**src/rtl/bse_pkg.sv**
```systemverilog
// Shared constants and widths for the battery state-of-charge estimator.
// No dependencies; every other file of the block but bse_ram uses this package.
`default_nettype none

package bse_pkg;

    // Sizing of the averaging ring and the charge table
    localparam int WINDOW_MAX = 64;
    localparam int TABLE_MAX  = 16;

    // Field widths
    localparam int ADC_W     = 10;
    localparam int VOLT_W    = 16;
    localparam int CHG_W     = 7;
    localparam int IDX_W     = 4;
    localparam int WIN_CFG_W = 7;
    localparam int TBL_CFG_W = 5;

    // Configuration port
    localparam int CFG_IDX_W  = 1;
    localparam int CFG_DATA_W = 7;
    localparam logic [CFG_IDX_W-1:0] REG_WINDOW_LEN = 1'd0;
    localparam logic [CFG_IDX_W-1:0] REG_TABLE_USED = 1'd1;
    localparam int WIN_RESET = 8;
    localparam int TBL_RESET = 16;

    // Scaling: volts = avg * 5 * 9 / 1023, reported in Q6.10
    localparam int ADC_FULL = 1023;
    localparam int VOLT_NUM = 5 * 9 * 1024;

    // Derived widths
    localparam int SLOT_W  = $clog2(WINDOW_MAX);
    localparam int FILL_W  = $clog2(WINDOW_MAX + 1);
    localparam int SUM_W   = $clog2(WINDOW_MAX * ADC_FULL + 1);
    localparam int TADDR_W = $clog2(TABLE_MAX);
    localparam int TCNT_W  = $clog2(TABLE_MAX + 1);
    localparam int PROD_W  = CHG_W + VOLT_W;
    localparam int DIVD_W  = SUM_W + VOLT_W;
    localparam int DVSR_W  = (FILL_W + ADC_W > VOLT_W) ? FILL_W + ADC_W : VOLT_W;
    localparam int STEP_W  = $clog2(DIVD_W + 1);

endpackage

`default_nettype wire

```
**src/rtl/bse_if.sv**
```systemverilog
// Channel interfaces of the estimator: request, result and configuration.
// Depends on bse_pkg for field widths.
`default_nettype none

interface bse_req_if;
    import bse_pkg::*;

    logic                 valid;
    logic                 ready;
    logic                 req_type;
    logic [ADC_W-1:0]     adc_sample;
    logic [IDX_W-1:0]     entry_index;
    logic [VOLT_W-1:0]    entry_voltage;
    logic [CHG_W-1:0]     entry_charge;

    modport source (output valid, req_type, adc_sample, entry_index, entry_voltage,
                    entry_charge, input ready);
    modport sink   (input valid, req_type, adc_sample, entry_index, entry_voltage,
                    entry_charge, output ready);
endinterface

interface bse_res_if;
    import bse_pkg::*;

    logic                 valid;
    logic                 ready;
    logic [VOLT_W-1:0]    avg_voltage;
    logic [CHG_W-1:0]     charge_pct;

    modport source (output valid, avg_voltage, charge_pct, input ready);
    modport sink   (input valid, avg_voltage, charge_pct, output ready);
endinterface

interface bse_cfg_if;
    import bse_pkg::*;

    logic                  valid;
    logic                  ready;
    logic [CFG_IDX_W-1:0]  index;
    logic [CFG_DATA_W-1:0] data;

    modport source (output valid, index, data, input ready);
    modport sink   (input valid, index, data, output ready);
endinterface

`default_nettype wire

```
**src/rtl/bse_ram.sv**
```systemverilog
// Generic single-write, single-read RAM with registered read data.
// No dependencies.
`default_nettype none

module bse_ram #(
    parameter int WIDTH = 8,
    parameter int DEPTH = 16
) (
    input  logic                                      clk,
    input  logic                                      wr_en,
    input  logic [((DEPTH > 1) ? $clog2(DEPTH) : 1)-1:0] wr_addr,
    input  logic [WIDTH-1:0]                          wr_data,
    input  logic                                      rd_en,
    input  logic [((DEPTH > 1) ? $clog2(DEPTH) : 1)-1:0] rd_addr,
    output logic [WIDTH-1:0]                          rd_data
);
    logic [WIDTH-1:0] mem [DEPTH];

    always_ff @(posedge clk)
    begin
        if (wr_en)
        begin
            mem[wr_addr] <= wr_data;
        end
        if (rd_en)
        begin
            rd_data <= mem[rd_addr];
        end
    end
endmodule

`default_nettype wire

```
**src/rtl/bse_divider.sv**
```systemverilog
// Restoring radix-2 divider, one quotient bit per cycle.
// Depends on bse_pkg for operand widths.
`default_nettype none

module bse_divider (
    input  logic                        clk,
    input  logic                        rst_n,
    input  logic                        start,
    input  logic [bse_pkg::DIVD_W-1:0]  dividend,
    input  logic [bse_pkg::DVSR_W-1:0]  divisor,
    output logic                        busy,
    output logic [bse_pkg::DIVD_W-1:0]  quotient
);
    import bse_pkg::*;

    logic [STEP_W-1:0] cnt_reg, cnt_next;
    logic [DVSR_W-1:0] rem_reg, rem_next;
    logic [DIVD_W-1:0] quo_reg, quo_next;
    logic [DVSR_W-1:0] dvsr_reg, dvsr_next;
    logic [DVSR_W:0]   shifted;
    logic [DVSR_W:0]   diff;
    logic              fits;

    // shift in the next dividend bit and try a subtract
    assign shifted = {rem_reg, quo_reg[DIVD_W-1]};
    assign diff    = shifted - {1'b0, dvsr_reg};
    assign fits    = !diff[DVSR_W];

    always_comb
    begin
        cnt_next  = cnt_reg;
        rem_next  = rem_reg;
        quo_next  = quo_reg;
        dvsr_next = dvsr_reg;
        if (start)
        begin
            cnt_next  = STEP_W'(DIVD_W);
            rem_next  = '0;
            quo_next  = dividend;
            dvsr_next = divisor;
        end
        else if (cnt_reg != '0)
        begin
            cnt_next = cnt_reg - STEP_W'(1);
            rem_next = fits ? diff[DVSR_W-1:0] : shifted[DVSR_W-1:0];
            quo_next = {quo_reg[DIVD_W-2:0], fits};
        end
    end

    // step counter
    always_ff @(posedge clk or negedge rst_n)
    begin
        if (!rst_n)
        begin
            cnt_reg <= '0;
        end
        else
        begin
            cnt_reg <= cnt_next;
        end
    end

    // working registers
    always_ff @(posedge clk)
    begin
        rem_reg  <= rem_next;
        quo_reg  <= quo_next;
        dvsr_reg <= dvsr_next;
    end

    assign busy     = (cnt_reg != '0);
    assign quotient = quo_reg;
endmodule

`default_nettype wire

```
**src/rtl/battery_soc_estimator.sv**
```systemverilog
// Battery state-of-charge estimator: moving average plus table interpolation.
// A sample request updates the ring, divides for the voltage, checks it against the first
// and last breakpoints (clamping to either), else scans the table and divides again to
// interpolate; the next request is taken once the result is loaded and the sequencer has
// returned to idle. A table write needs no divider. Most of the time goes to the serial
// divider and the table scan step. Reset clears averaging, window_len = 8, table_used = 16.
`default_nettype none

module battery_soc_estimator (
    input  logic       clk,
    input  logic       rst_n,
    bse_req_if.sink    req,
    bse_res_if.source  res,
    bse_cfg_if.sink    cfg
);
    import bse_pkg::*;

    // Microcode definitions
    typedef enum logic [3:0] {
        OP_NOP,
        OP_RING_RD,
        OP_RING_UPD,
        OP_VDIV_START,
        OP_VOLT_SAVE,
        OP_CHK_FIRST,
        OP_CHK_LAST,
        OP_SCAN,
        OP_IMUL,
        OP_IDIV_START,
        OP_CHG_SAVE,
        OP_EMIT,
        OP_TBL_WR
    } op_t;

    typedef enum logic [3:0] {
        C_NEVER,
        C_ALWAYS,
        C_NO_REQ,
        C_IS_WRITE,
        C_DIV_BUSY,
        C_LE_ENTRY,
        C_GE_ENTRY,
        C_LT_ENTRY,
        C_OUT_FULL
    } cond_t;

    localparam int PC_W = 5;

    typedef struct packed {
        op_t             op;
        cond_t           cond;
        logic [PC_W-1:0] target;
    } uword_t;

    typedef struct packed {
        logic [VOLT_W-1:0] volt;
        logic [CHG_W-1:0]  chg;
    } bkpt_t;

    localparam logic [PC_W-1:0] PC_IDLE      = 5'd0;
    localparam logic [PC_W-1:0] PC_VDIV_WAIT = 5'd5;
    localparam logic [PC_W-1:0] PC_SCAN      = 5'd9;
    localparam logic [PC_W-1:0] PC_IMUL      = 5'd11;
    localparam logic [PC_W-1:0] PC_IDIV_WAIT = 5'd13;
    localparam logic [PC_W-1:0] PC_EMIT      = 5'd15;
    localparam logic [PC_W-1:0] PC_TBL_WR    = 5'd17;

    // Control store
    function automatic uword_t ucode_rom(input logic [PC_W-1:0] addr);
        uword_t w;
        begin
            case (addr)
                5'd0:    w = '{op: OP_NOP,        cond: C_NO_REQ,   target: PC_IDLE};
                5'd1:    w = '{op: OP_NOP,        cond: C_IS_WRITE, target: PC_TBL_WR};
                5'd2:    w = '{op: OP_RING_RD,    cond: C_NEVER,    target: PC_IDLE};
                5'd3:    w = '{op: OP_RING_UPD,   cond: C_NEVER,    target: PC_IDLE};
                5'd4:    w = '{op: OP_VDIV_START, cond: C_NEVER,    target: PC_IDLE};
                5'd5:    w = '{op: OP_NOP,        cond: C_DIV_BUSY, target: PC_VDIV_WAIT};
                5'd6:    w = '{op: OP_VOLT_SAVE,  cond: C_NEVER,    target: PC_IDLE};
                5'd7:    w = '{op: OP_CHK_FIRST,  cond: C_LE_ENTRY, target: PC_EMIT};
                5'd8:    w = '{op: OP_CHK_LAST,   cond: C_GE_ENTRY, target: PC_EMIT};
                5'd9:    w = '{op: OP_SCAN,       cond: C_LT_ENTRY, target: PC_IMUL};
                5'd10:   w = '{op: OP_NOP,        cond: C_ALWAYS,   target: PC_SCAN};
                5'd11:   w = '{op: OP_IMUL,       cond: C_NEVER,    target: PC_IDLE};
                5'd12:   w = '{op: OP_IDIV_START, cond: C_NEVER,    target: PC_IDLE};
                5'd13:   w = '{op: OP_NOP,        cond: C_DIV_BUSY, target: PC_IDIV_WAIT};
                5'd14:   w = '{op: OP_CHG_SAVE,   cond: C_NEVER,    target: PC_IDLE};
                5'd15:   w = '{op: OP_EMIT,       cond: C_OUT_FULL, target: PC_EMIT};
                5'd16:   w = '{op: OP_NOP,        cond: C_ALWAYS,   target: PC_IDLE};
                5'd17:   w = '{op: OP_TBL_WR,     cond: C_ALWAYS,   target: PC_IDLE};
                default: w = '{op: OP_NOP,        cond: C_ALWAYS,   target: PC_IDLE};
            endcase
            return w;
        end
    endfunction

    localparam logic [VOLT_W-1:0] VOLT_NUM_V = VOLT_W'(VOLT_NUM);
    localparam logic [ADC_W-1:0]  ADC_FULL_V = ADC_W'(ADC_FULL);

    // Sequencer
    uword_t          cw;
    logic [PC_W-1:0] pc_reg, pc_next;
    logic            take;

    // Configuration
    logic                 cfg_fire;
    logic                 win_wr;
    logic [WIN_CFG_W-1:0] win_len_reg, win_len_next;
    logic [TBL_CFG_W-1:0] tbl_used_reg, tbl_used_next;
    logic [FILL_W-1:0]    eff_win;
    logic [TCNT_W-1:0]    eff_tbl;
    logic [TADDR_W-1:0]   last_addr;

    // Latched request
    logic                 req_fire;
    logic                 typ_reg;
    logic [ADC_W-1:0]     smp_reg;
    logic [IDX_W-1:0]     eidx_reg;
    logic [VOLT_W-1:0]    evolt_reg;
    logic [CHG_W-1:0]     echg_reg;

    // Averaging state
    logic [WINDOW_MAX-1:0] valid_reg, valid_next;
    logic [SUM_W-1:0]      sum_reg, sum_next;
    logic [SLOT_W-1:0]     slot_reg, slot_next;
    logic [FILL_W-1:0]     fill_reg, fill_next;
    logic [SLOT_W-1:0]     slot_use;
    logic [FILL_W-1:0]     slot_inc;
    logic [SLOT_W-1:0]     slot_adv;
    logic [ADC_W-1:0]      ring_rdata;
    logic [ADC_W-1:0]      old_smp;
    logic [SUM_W-1:0]      sum_upd;

    // Table lookup
    logic                  tbl_wr_en;
    logic                  tbl_rd_en;
    logic [TADDR_W-1:0]    tbl_rd_addr;
    bkpt_t                 tbl_rdata;
    bkpt_t                 tbl_wdata;
    bkpt_t                 lo_reg;
    logic [TADDR_W-1:0]    idx_reg;
    logic [VOLT_W-1:0]     volts_reg;
    logic [PROD_W-1:0]     prod_reg;
    logic [PROD_W-1:0]     lo_term;
    logic [PROD_W-1:0]     hi_term;
    logic [VOLT_W-1:0]     span;
    logic [CHG_W-1:0]      charge_reg;
    logic                  above_entry;

    // Divider
    logic                  div_start;
    logic                  div_busy;
    logic [DIVD_W-1:0]     div_dividend;
    logic [DVSR_W-1:0]     div_divisor;
    logic [DIVD_W-1:0]     div_quo;
    logic [DIVD_W-1:0]     vprod;
    logic [DVSR_W-1:0]     vden;

    // Result register
    logic                  out_full;
    logic                  out_valid_reg, out_valid_next;
    logic [VOLT_W-1:0]     out_volt_reg;
    logic [CHG_W-1:0]      out_chg_reg;

    // Handshakes
    assign req.ready = (pc_reg == PC_IDLE);
    assign req_fire  = req.valid && req.ready;
    assign cfg.ready = 1'b1;
    assign cfg_fire  = cfg.valid;
    assign out_full  = out_valid_reg && !res.ready;

    // Sequencer: jump when the selected condition holds
    assign cw          = ucode_rom(pc_reg);
    assign above_entry = !(volts_reg < tbl_rdata.volt);

    always_comb
    begin
        case (cw.cond)
            C_ALWAYS:   take = 1'b1;
            C_NO_REQ:   take = !req_fire;
            C_IS_WRITE: take = typ_reg;
            C_DIV_BUSY: take = div_busy;
            C_LE_ENTRY: take = (volts_reg <= tbl_rdata.volt);
            C_GE_ENTRY: take = above_entry;
            C_LT_ENTRY: take = !above_entry;
            C_OUT_FULL: take = out_full;
            default:    take = 1'b0;
        endcase
        pc_next = take ? cw.target : pc_reg + PC_W'(1);
    end

    // Effective window and table sizes
    always_comb
    begin
        if (win_len_reg == '0)
        begin
            eff_win = FILL_W'(1);
        end
        else if (int'(win_len_reg) > WINDOW_MAX)
        begin
            eff_win = FILL_W'(WINDOW_MAX);
        end
        else
        begin
            eff_win = FILL_W'(win_len_reg);
        end

        if (int'(tbl_used_reg) < 2)
        begin
            eff_tbl = TCNT_W'(2);
        end
        else if (int'(tbl_used_reg) > TABLE_MAX)
        begin
            eff_tbl = TCNT_W'(TABLE_MAX);
        end
        else
        begin
            eff_tbl = TCNT_W'(tbl_used_reg);
        end
    end

    assign last_addr = TADDR_W'(eff_tbl - TCNT_W'(1));

    // Configuration writes
    always_comb
    begin
        win_len_next  = win_len_reg;
        tbl_used_next = tbl_used_reg;
        win_wr        = 1'b0;
        if (cfg_fire)
        begin
            case (cfg.index)
                REG_WINDOW_LEN:
                begin
                    win_len_next = cfg.data[WIN_CFG_W-1:0];
                    win_wr       = 1'b1;
                end
                REG_TABLE_USED:
                begin
                    tbl_used_next = cfg.data[TBL_CFG_W-1:0];
                end
                default:
                begin
                    win_wr = 1'b0;
                end
            endcase
        end
    end

    // Ring slot arithmetic
    assign slot_use = (FILL_W'(slot_reg) >= eff_win) ? '0 : slot_reg;
    assign slot_inc = FILL_W'(slot_reg) + FILL_W'(1);
    assign slot_adv = (slot_inc >= eff_win) ? '0 : SLOT_W'(slot_inc);
    assign old_smp  = valid_reg[slot_reg] ? ring_rdata : '0;
    assign sum_upd  = sum_reg - SUM_W'(old_smp) + SUM_W'(smp_reg);

    // Averaging state update; a window_len write restarts the average
    always_comb
    begin
        valid_next = valid_reg;
        sum_next   = sum_reg;
        slot_next  = slot_reg;
        fill_next  = fill_reg;
        if (win_wr)
        begin
            valid_next = '0;
            sum_next   = '0;
            slot_next  = '0;
            fill_next  = '0;
        end
        else
        begin
            case (cw.op)
                OP_RING_RD:
                begin
                    slot_next = slot_use;
                end
                OP_RING_UPD:
                begin
                    sum_next             = sum_upd;
                    slot_next            = slot_adv;
                    valid_next[slot_reg] = 1'b1;
                    if (fill_reg < eff_win)
                    begin
                        fill_next = fill_reg + FILL_W'(1);
                    end
                end
                default:
                begin
                    sum_next = sum_reg;
                end
            endcase
        end
    end

    // Result register control
    always_comb
    begin
        out_valid_next = out_valid_reg;
        if (cw.op == OP_EMIT && !out_full)
        begin
            out_valid_next = 1'b1;
        end
        else if (res.ready)
        begin
            out_valid_next = 1'b0;
        end
    end

    // Control state
    always_ff @(posedge clk or negedge rst_n)
    begin
        if (!rst_n)
        begin
            pc_reg        <= PC_IDLE;
            win_len_reg   <= WIN_CFG_W'(WIN_RESET);
            tbl_used_reg  <= TBL_CFG_W'(TBL_RESET);
            valid_reg     <= '0;
            sum_reg       <= '0;
            slot_reg      <= '0;
            fill_reg      <= '0;
            out_valid_reg <= 1'b0;
        end
        else
        begin
            pc_reg        <= pc_next;
            win_len_reg   <= win_len_next;
            tbl_used_reg  <= tbl_used_next;
            valid_reg     <= valid_next;
            sum_reg       <= sum_next;
            slot_reg      <= slot_next;
            fill_reg      <= fill_next;
            out_valid_reg <= out_valid_next;
        end
    end

    // Sample ring storage
    bse_ram #(
        .WIDTH (ADC_W),
        .DEPTH (WINDOW_MAX)
    ) u_ring_ram (
        .clk     (clk),
        .wr_en   (cw.op == OP_RING_UPD),
        .wr_addr (slot_reg),
        .wr_data (smp_reg),
        .rd_en   (cw.op == OP_RING_RD),
        .rd_addr (slot_use),
        .rd_data (ring_rdata)
    );

    // Breakpoint table storage
    assign tbl_wr_en = (cw.op == OP_TBL_WR) && (int'(eidx_reg) < TABLE_MAX);
    assign tbl_wdata = '{volt: evolt_reg, chg: echg_reg};

    always_comb
    begin
        tbl_rd_en   = 1'b0;
        tbl_rd_addr = '0;
        case (cw.op)
            OP_VOLT_SAVE:
            begin
                tbl_rd_en = 1'b1;
            end
            OP_CHK_FIRST:
            begin
                tbl_rd_en   = 1'b1;
                tbl_rd_addr = last_addr;
            end
            OP_CHK_LAST:
            begin
                tbl_rd_en   = 1'b1;
                tbl_rd_addr = TADDR_W'(1);
            end
            OP_SCAN:
            begin
                tbl_rd_en   = above_entry;
                tbl_rd_addr = idx_reg + TADDR_W'(1);
            end
            default:
            begin
                tbl_rd_en = 1'b0;
            end
        endcase
    end

    bse_ram #(
        .WIDTH (VOLT_W + CHG_W),
        .DEPTH (TABLE_MAX)
    ) u_tbl_ram (
        .clk     (clk),
        .wr_en   (tbl_wr_en),
        .wr_addr (TADDR_W'(eidx_reg)),
        .wr_data (tbl_wdata),
        .rd_en   (tbl_rd_en),
        .rd_addr (tbl_rd_addr),
        .rd_data (tbl_rdata)
    );

    // Divider operands: voltage scaling or interpolation
    assign vprod   = DIVD_W'(sum_reg) * DIVD_W'(VOLT_NUM_V);
    assign vden    = DVSR_W'(fill_reg) * DVSR_W'(ADC_FULL_V);
    assign lo_term = PROD_W'(lo_reg.chg) * PROD_W'(tbl_rdata.volt - volts_reg);
    assign hi_term = PROD_W'(tbl_rdata.chg) * PROD_W'(volts_reg - lo_reg.volt);
    assign span    = tbl_rdata.volt - lo_reg.volt;

    assign div_start    = (cw.op == OP_VDIV_START) || (cw.op == OP_IDIV_START);
    assign div_dividend = (cw.op == OP_IDIV_START) ?
                          (DIVD_W'(prod_reg) + DIVD_W'(hi_term)) : vprod;
    assign div_divisor  = (cw.op == OP_IDIV_START) ? DVSR_W'(span) : vden;

    bse_divider u_divider (
        .clk      (clk),
        .rst_n    (rst_n),
        .start    (div_start),
        .dividend (div_dividend),
        .divisor  (div_divisor),
        .busy     (div_busy),
        .quotient (div_quo)
    );

    // Request latch
    always_ff @(posedge clk)
    begin
        if (req_fire)
        begin
            typ_reg   <= req.req_type;
            smp_reg   <= req.adc_sample;
            eidx_reg  <= req.entry_index;
            evolt_reg <= req.entry_voltage;
            echg_reg  <= req.entry_charge;
        end
    end

    // Lookup datapath registers
    always_ff @(posedge clk)
    begin
        case (cw.op)
            OP_VOLT_SAVE:
            begin
                volts_reg <= (|div_quo[DIVD_W-1:VOLT_W]) ? '1 : div_quo[VOLT_W-1:0];
            end
            OP_CHK_FIRST:
            begin
                lo_reg     <= tbl_rdata;
                charge_reg <= tbl_rdata.chg;
            end
            OP_CHK_LAST:
            begin
                charge_reg <= tbl_rdata.chg;
                idx_reg    <= TADDR_W'(1);
            end
            OP_SCAN:
            begin
                if (above_entry)
                begin
                    lo_reg  <= tbl_rdata;
                    idx_reg <= idx_reg + TADDR_W'(1);
                end
            end
            OP_IMUL:
            begin
                prod_reg <= lo_term;
            end
            OP_CHG_SAVE:
            begin
                charge_reg <= div_quo[CHG_W-1:0];
            end
            default:
            begin
                prod_reg <= prod_reg;
            end
        endcase
    end

    // Result payload
    always_ff @(posedge clk)
    begin
        if (cw.op == OP_EMIT && !out_full)
        begin
            out_volt_reg <= volts_reg;
            out_chg_reg  <= charge_reg;
        end
    end

    assign res.valid       = out_valid_reg;
    assign res.avg_voltage = out_volt_reg;
    assign res.charge_pct  = out_chg_reg;
endmodule

`default_nettype wire

```
**src/flat_wrapper.sv**
```systemverilog
// flat-port wrapper written by rule: the top's interface ports become plain ports
module battery_soc_estimator_flat import bse_pkg::*;
  (clk, rst_n, req_valid, req_req_type, req_adc_sample, req_entry_index, req_entry_voltage, req_entry_charge, req_ready, res_valid, res_avg_voltage, res_charge_pct, res_ready, cfg_valid, cfg_index, cfg_data, cfg_ready);
  bse_req_if req_i ();
  bse_res_if res_i ();
  bse_cfg_if cfg_i ();
  input  logic clk;
  input  logic rst_n;
  input wire logic [$bits(req_i.valid)-1:0] req_valid;
  input wire logic [$bits(req_i.req_type)-1:0] req_req_type;
  input wire logic [$bits(req_i.adc_sample)-1:0] req_adc_sample;
  input wire logic [$bits(req_i.entry_index)-1:0] req_entry_index;
  input wire logic [$bits(req_i.entry_voltage)-1:0] req_entry_voltage;
  input wire logic [$bits(req_i.entry_charge)-1:0] req_entry_charge;
  output wire logic [$bits(req_i.ready)-1:0] req_ready;
  output wire logic [$bits(res_i.valid)-1:0] res_valid;
  output wire logic [$bits(res_i.avg_voltage)-1:0] res_avg_voltage;
  output wire logic [$bits(res_i.charge_pct)-1:0] res_charge_pct;
  input wire logic [$bits(res_i.ready)-1:0] res_ready;
  input wire logic [$bits(cfg_i.valid)-1:0] cfg_valid;
  input wire logic [$bits(cfg_i.index)-1:0] cfg_index;
  input wire logic [$bits(cfg_i.data)-1:0] cfg_data;
  output wire logic [$bits(cfg_i.ready)-1:0] cfg_ready;
  assign req_i.valid = req_valid;
  assign req_i.req_type = req_req_type;
  assign req_i.adc_sample = req_adc_sample;
  assign req_i.entry_index = req_entry_index;
  assign req_i.entry_voltage = req_entry_voltage;
  assign req_i.entry_charge = req_entry_charge;
  assign req_ready = req_i.ready;
  assign res_valid = res_i.valid;
  assign res_avg_voltage = res_i.avg_voltage;
  assign res_charge_pct = res_i.charge_pct;
  assign res_i.ready = res_ready;
  assign cfg_i.valid = cfg_valid;
  assign cfg_i.index = cfg_index;
  assign cfg_i.data = cfg_data;
  assign cfg_ready = cfg_i.ready;
  battery_soc_estimator u_core (.clk(clk), .rst_n(rst_n), .req(req_i), .res(res_i), .cfg(cfg_i));
endmodule
```
**config.mk**
```make
export PLATFORM = sky130hd
export DESIGN_NAME = battery_soc_estimator_flat
export DESIGN_NICKNAME = d
export VERILOG_FILES = /design/src/rtl/bse_pkg.sv /design/src/rtl/bse_if.sv /design/src/rtl/bse_ram.sv /design/src/rtl/bse_divider.sv /design/src/rtl/battery_soc_estimator.sv /design/src/flat_wrapper.sv
export SDC_FILE = /design/constraint.sdc
export NUM_CORES = 2
export LEC_CHECK = 0
export BUFFER_PORTS_ARGS = -buffer_cell sky130_fd_sc_hd__buf_2
export CORE_MARGIN = 5
export CORE_UTILIZATION = 58
export CTS_BUF_LIST = sky130_fd_sc_hd__clkbuf_8
export DETAILED_ROUTE_END_ITERATION = 10
export GPL_ROUTABILITY_DRIVEN = 0
export HOLD_SLACK_MARGIN = 0.15
export PLACE_DENSITY = 0.74
export SETUP_SLACK_MARGIN = 0.4
export SLEW_MARGIN = 20
export SYNTH_ARGS = -nofsm -noshare
export SYNTH_HDL_FRONTEND = slang
export SYNTH_SLANG_ARGS = --single-unit
```
**constraint.sdc**
```tcl
create_clock -name clk -period 21.7 [get_ports clk]
set_input_delay 4.34 -clock clk [delete_from_list [all_inputs] [get_ports clk]]
set_output_delay 4.34 -clock clk [all_outputs]
set_load 0.02 [all_outputs]
```
==> results.json <==
{
  "nets": 6060,
  "cts.htree.levels": 4,
  "clk_pin_slew_ps": 60,
  "finalCritPeriodShare_pct": 40.4,
  "fin_util_pct": 63.5,
  "max-cap-violations": 0,
  "coreArea_um2": 118000,
  "drt_iter0_markers": 4586,
  "layout-drive-gt1-share_pct": 11.3,
  "post_cts_buffers": 0,
  "ir_drop_mv": 0.233,
  "largest_register_ffs": 640,
  "yosysSeqAreaShare_pct": 58.4,
  "synth_compound_area_share_pct": 11.1,
  "yosysUniqueCellTypes": 95,
  "yosys_most_used_dff": "edfxtp_1",
  "io_buffers": 75,
  "async_flop_share_pct": 8.62,
  "synthXorXnorAreaFrac_pct": 2.14,
  "dr.pass1.iters": 8,
  "slowest_stage": "a2111oi_0",
  "numCtsBuffers": 210,
  "synth_warnings": 0,
  "finalHoldViolCount": 0,
  "setup_viol": 0,
  "fin_crit_ps": 8770,
  "finalSetupTns_ps": 0,
  "synth_top_cell_by_area": "edfxtp_1",
  "fmax_mhz": 114,
  "syn_area_per_cell_um2": 12.8,
  "grt_pass1_wl_mm": 260,
  "clock_path_buffers": 3,
  "synth_top_area_share_pct": 53.7,
  "drc_errors": 0,
  "io_pins": 77,
  "die_x_um": 354,
  "crit_top_cell": "fa_1",
  "clk_root_buffer_cell": "clkbuf_8",
  "clock_sinks": 1358,
  "die-area_um2": 125000,
  "syn-cell-area_um2": 68500,
  "synth_fp_nets": 5909,
  "routedWlPerCell_um": 23.3,
  "synth_cells": 5356,
  "final_antenna_net_count": 0,
  "place_hpwl_mm": 109,
  "synth.area.mux_share_pct": 4.36,
  "clock_latency_ps": 940,
  "hold_class": "register to register",
  "cp_slowest_stage_delay_ps": 620,
  "syn2layout_area_growth_pct": 8.94,
  "synth_top_family_by_area": "adder cells",
  "floorplan.initialDensity_pct": 58.2,
  "synthSimpleGateAreaFrac_pct": 8.75,
  "holdBufCountCts": 0,
  "cts_tree": "built",
  "start_kind": "register",
  "powerDensity_nw_per_um2": 145,
  "crit_required_ps": 22370,
  "synth_common_cells": "edfxtp_1 (1224), nand2_1 (488), nor2_1 (388)",
  "leakagePower_uw": 0.0282,
  "antenna_found_initial": 9,
  "synth_edf_count": 1224,
  "core.rowCount": 126,
  "synthAdderAreaFrac_pct": 11.7,
  "cts_resized": 0,
  "rsz0062_at_grt": "no",
  "crit_type": "register to register",
  "grt_pass1_vias": 44700,
  "ys_seq_elements": 1358,
  "fin_skew_ps": 45.8,
  "slew_viol_final": 0,
  "grt_max_degree": 70,
  "grt_use_total_pct": 26.8,
  "yosys-top-cells-area": "edfxtp_1 (54%), fa_1 (6.8%), ha_1 (4.9%), dfrtp_1 (4.2%), nand2_1 (2.7%)",
  "path_max_fanout": 7,
  "vias": 44500,
  "wirelength_mm": 169,
  "n_fill_cell": 8628,
  "viasPerCell": 6.16,
  "grt.overflow.total": 0,
  "slew_headroom_pct": 22.0,
  "die-height_um": 354,
  "worstPathArrival_ps": 9450,
  "tightest_slew_ps": 1170,
  "crit_path_end_kind": "register",
  "synth_most_common_cell": "edfxtp_1",
  "status": "completed"
}
cells in the final DEF, fill, tap and decap left out, types with 87 or more instances in the layout:
cell         n
dfrtp_1    112
and2_1     113
nor2_1     366
buf_4       95
o22ai_1    100
o221ai_1    89
xnor2_1    114
ha_1       269
mux2i_1    126
o21ai_0    213
edfxtp_1  1224
clkbuf_8   219
nand2_1    486
a21oi_1    277
mux2_2      87
fa_1       233
inv_1      457
final cells by class:
type / count / area [um2] / share of cell area, %
timing repair buffer: 170 / 1090 / 1.47
clock buffer: 219 / 3010 / 4.04
clock inverter: 173 / 885 / 1.19
tap: 1536 / 1920 / 2.58
inverter: 370 / 1390 / 1.86
sequential: 1358 / 40000 / 53.6
antenna: 4 / 10.0 / 0.0134
multi-input combinational: 3397 / 26300 / 35.2
logic make-up after synthesis:
group,count (synthesis)
fa+ha+maj,502
mux,247
simple gates,1324
xor+xnor,167
compound gates,1156
buf+inv,601
other cells,1
flops,1358
power breakdown:
part	switching (uW)	leakage, uW	internal [uW]
logic	3250	0.0132	2210
clock network	1010	0.00233	978
registers	166	0.0127	3190
path summary, 6_finish.rpt:
path	start	endpoint	slack (ps)	depth (start not counted)
worst max-delay path	u_core.volts_reg[0]	u_core.u_divider.quotient[22]	12930	32
worst min-delay path	u_core.charge_reg[0]	u_core.res.charge_pct[0]	420	0
worst max register to register	u_core.volts_reg[0]	u_core.u_divider.quotient[22]	12930	32
worst min register to register	u_core.charge_reg[0]	u_core.res.charge_pct[0]	420	0
max in group asynchronous	rst_n	u_core.valid_reg[60]	16950	2
min in group asynchronous	rst_n	u_core.res.valid	3340	1
through the flow:
step | total power [uW] | hold WS [ps] | worst slack [ps] | std cells | cell area (um2)
3_5_place_dp | 8770 | 406 | 13060 | 6831 | 70700
4_1_cts | 10800 | 419 | 13070 | 7223 | 74600
3_3_place_gp | 8610 | 405 | 13290 | 6831 | 70700
6_report | 10800 | 417 | 12930 | 7227 | 74600
5_1_grt | 11600 | 419 | 12160 | 7225 | 74600
2_1_floorplan | 7470 | 400 | 14080 | 5356 | 68500
routing by layer:
layer | global-route usage, % | vias up | wire [um]
met2 | 40.5 | 2199 | 75700
met3 | 6.62 | 297 | 17700
met5 | 0 | - | 27
li1 | - | 20000 | -
met4 | 8.26 | 4 | 4390
met1 | 39.0 | 22100 | 70800
worst max-delay path: cells and delay by family (launching register included):
| kind | cells | cell delay [ps] |
|---|---|---|
| xor+xnor | 1 | 100 |
| mux | 1 | 140 |
| buf+inv | 3 | 150 |
| fa+ha+maj | 8 | 3270 |
| simple gates | 6 | 1420 |
| compound gates | 13 | 3080 |
| flops | 1 | 380 |
(Power assumes the default switching activity.)
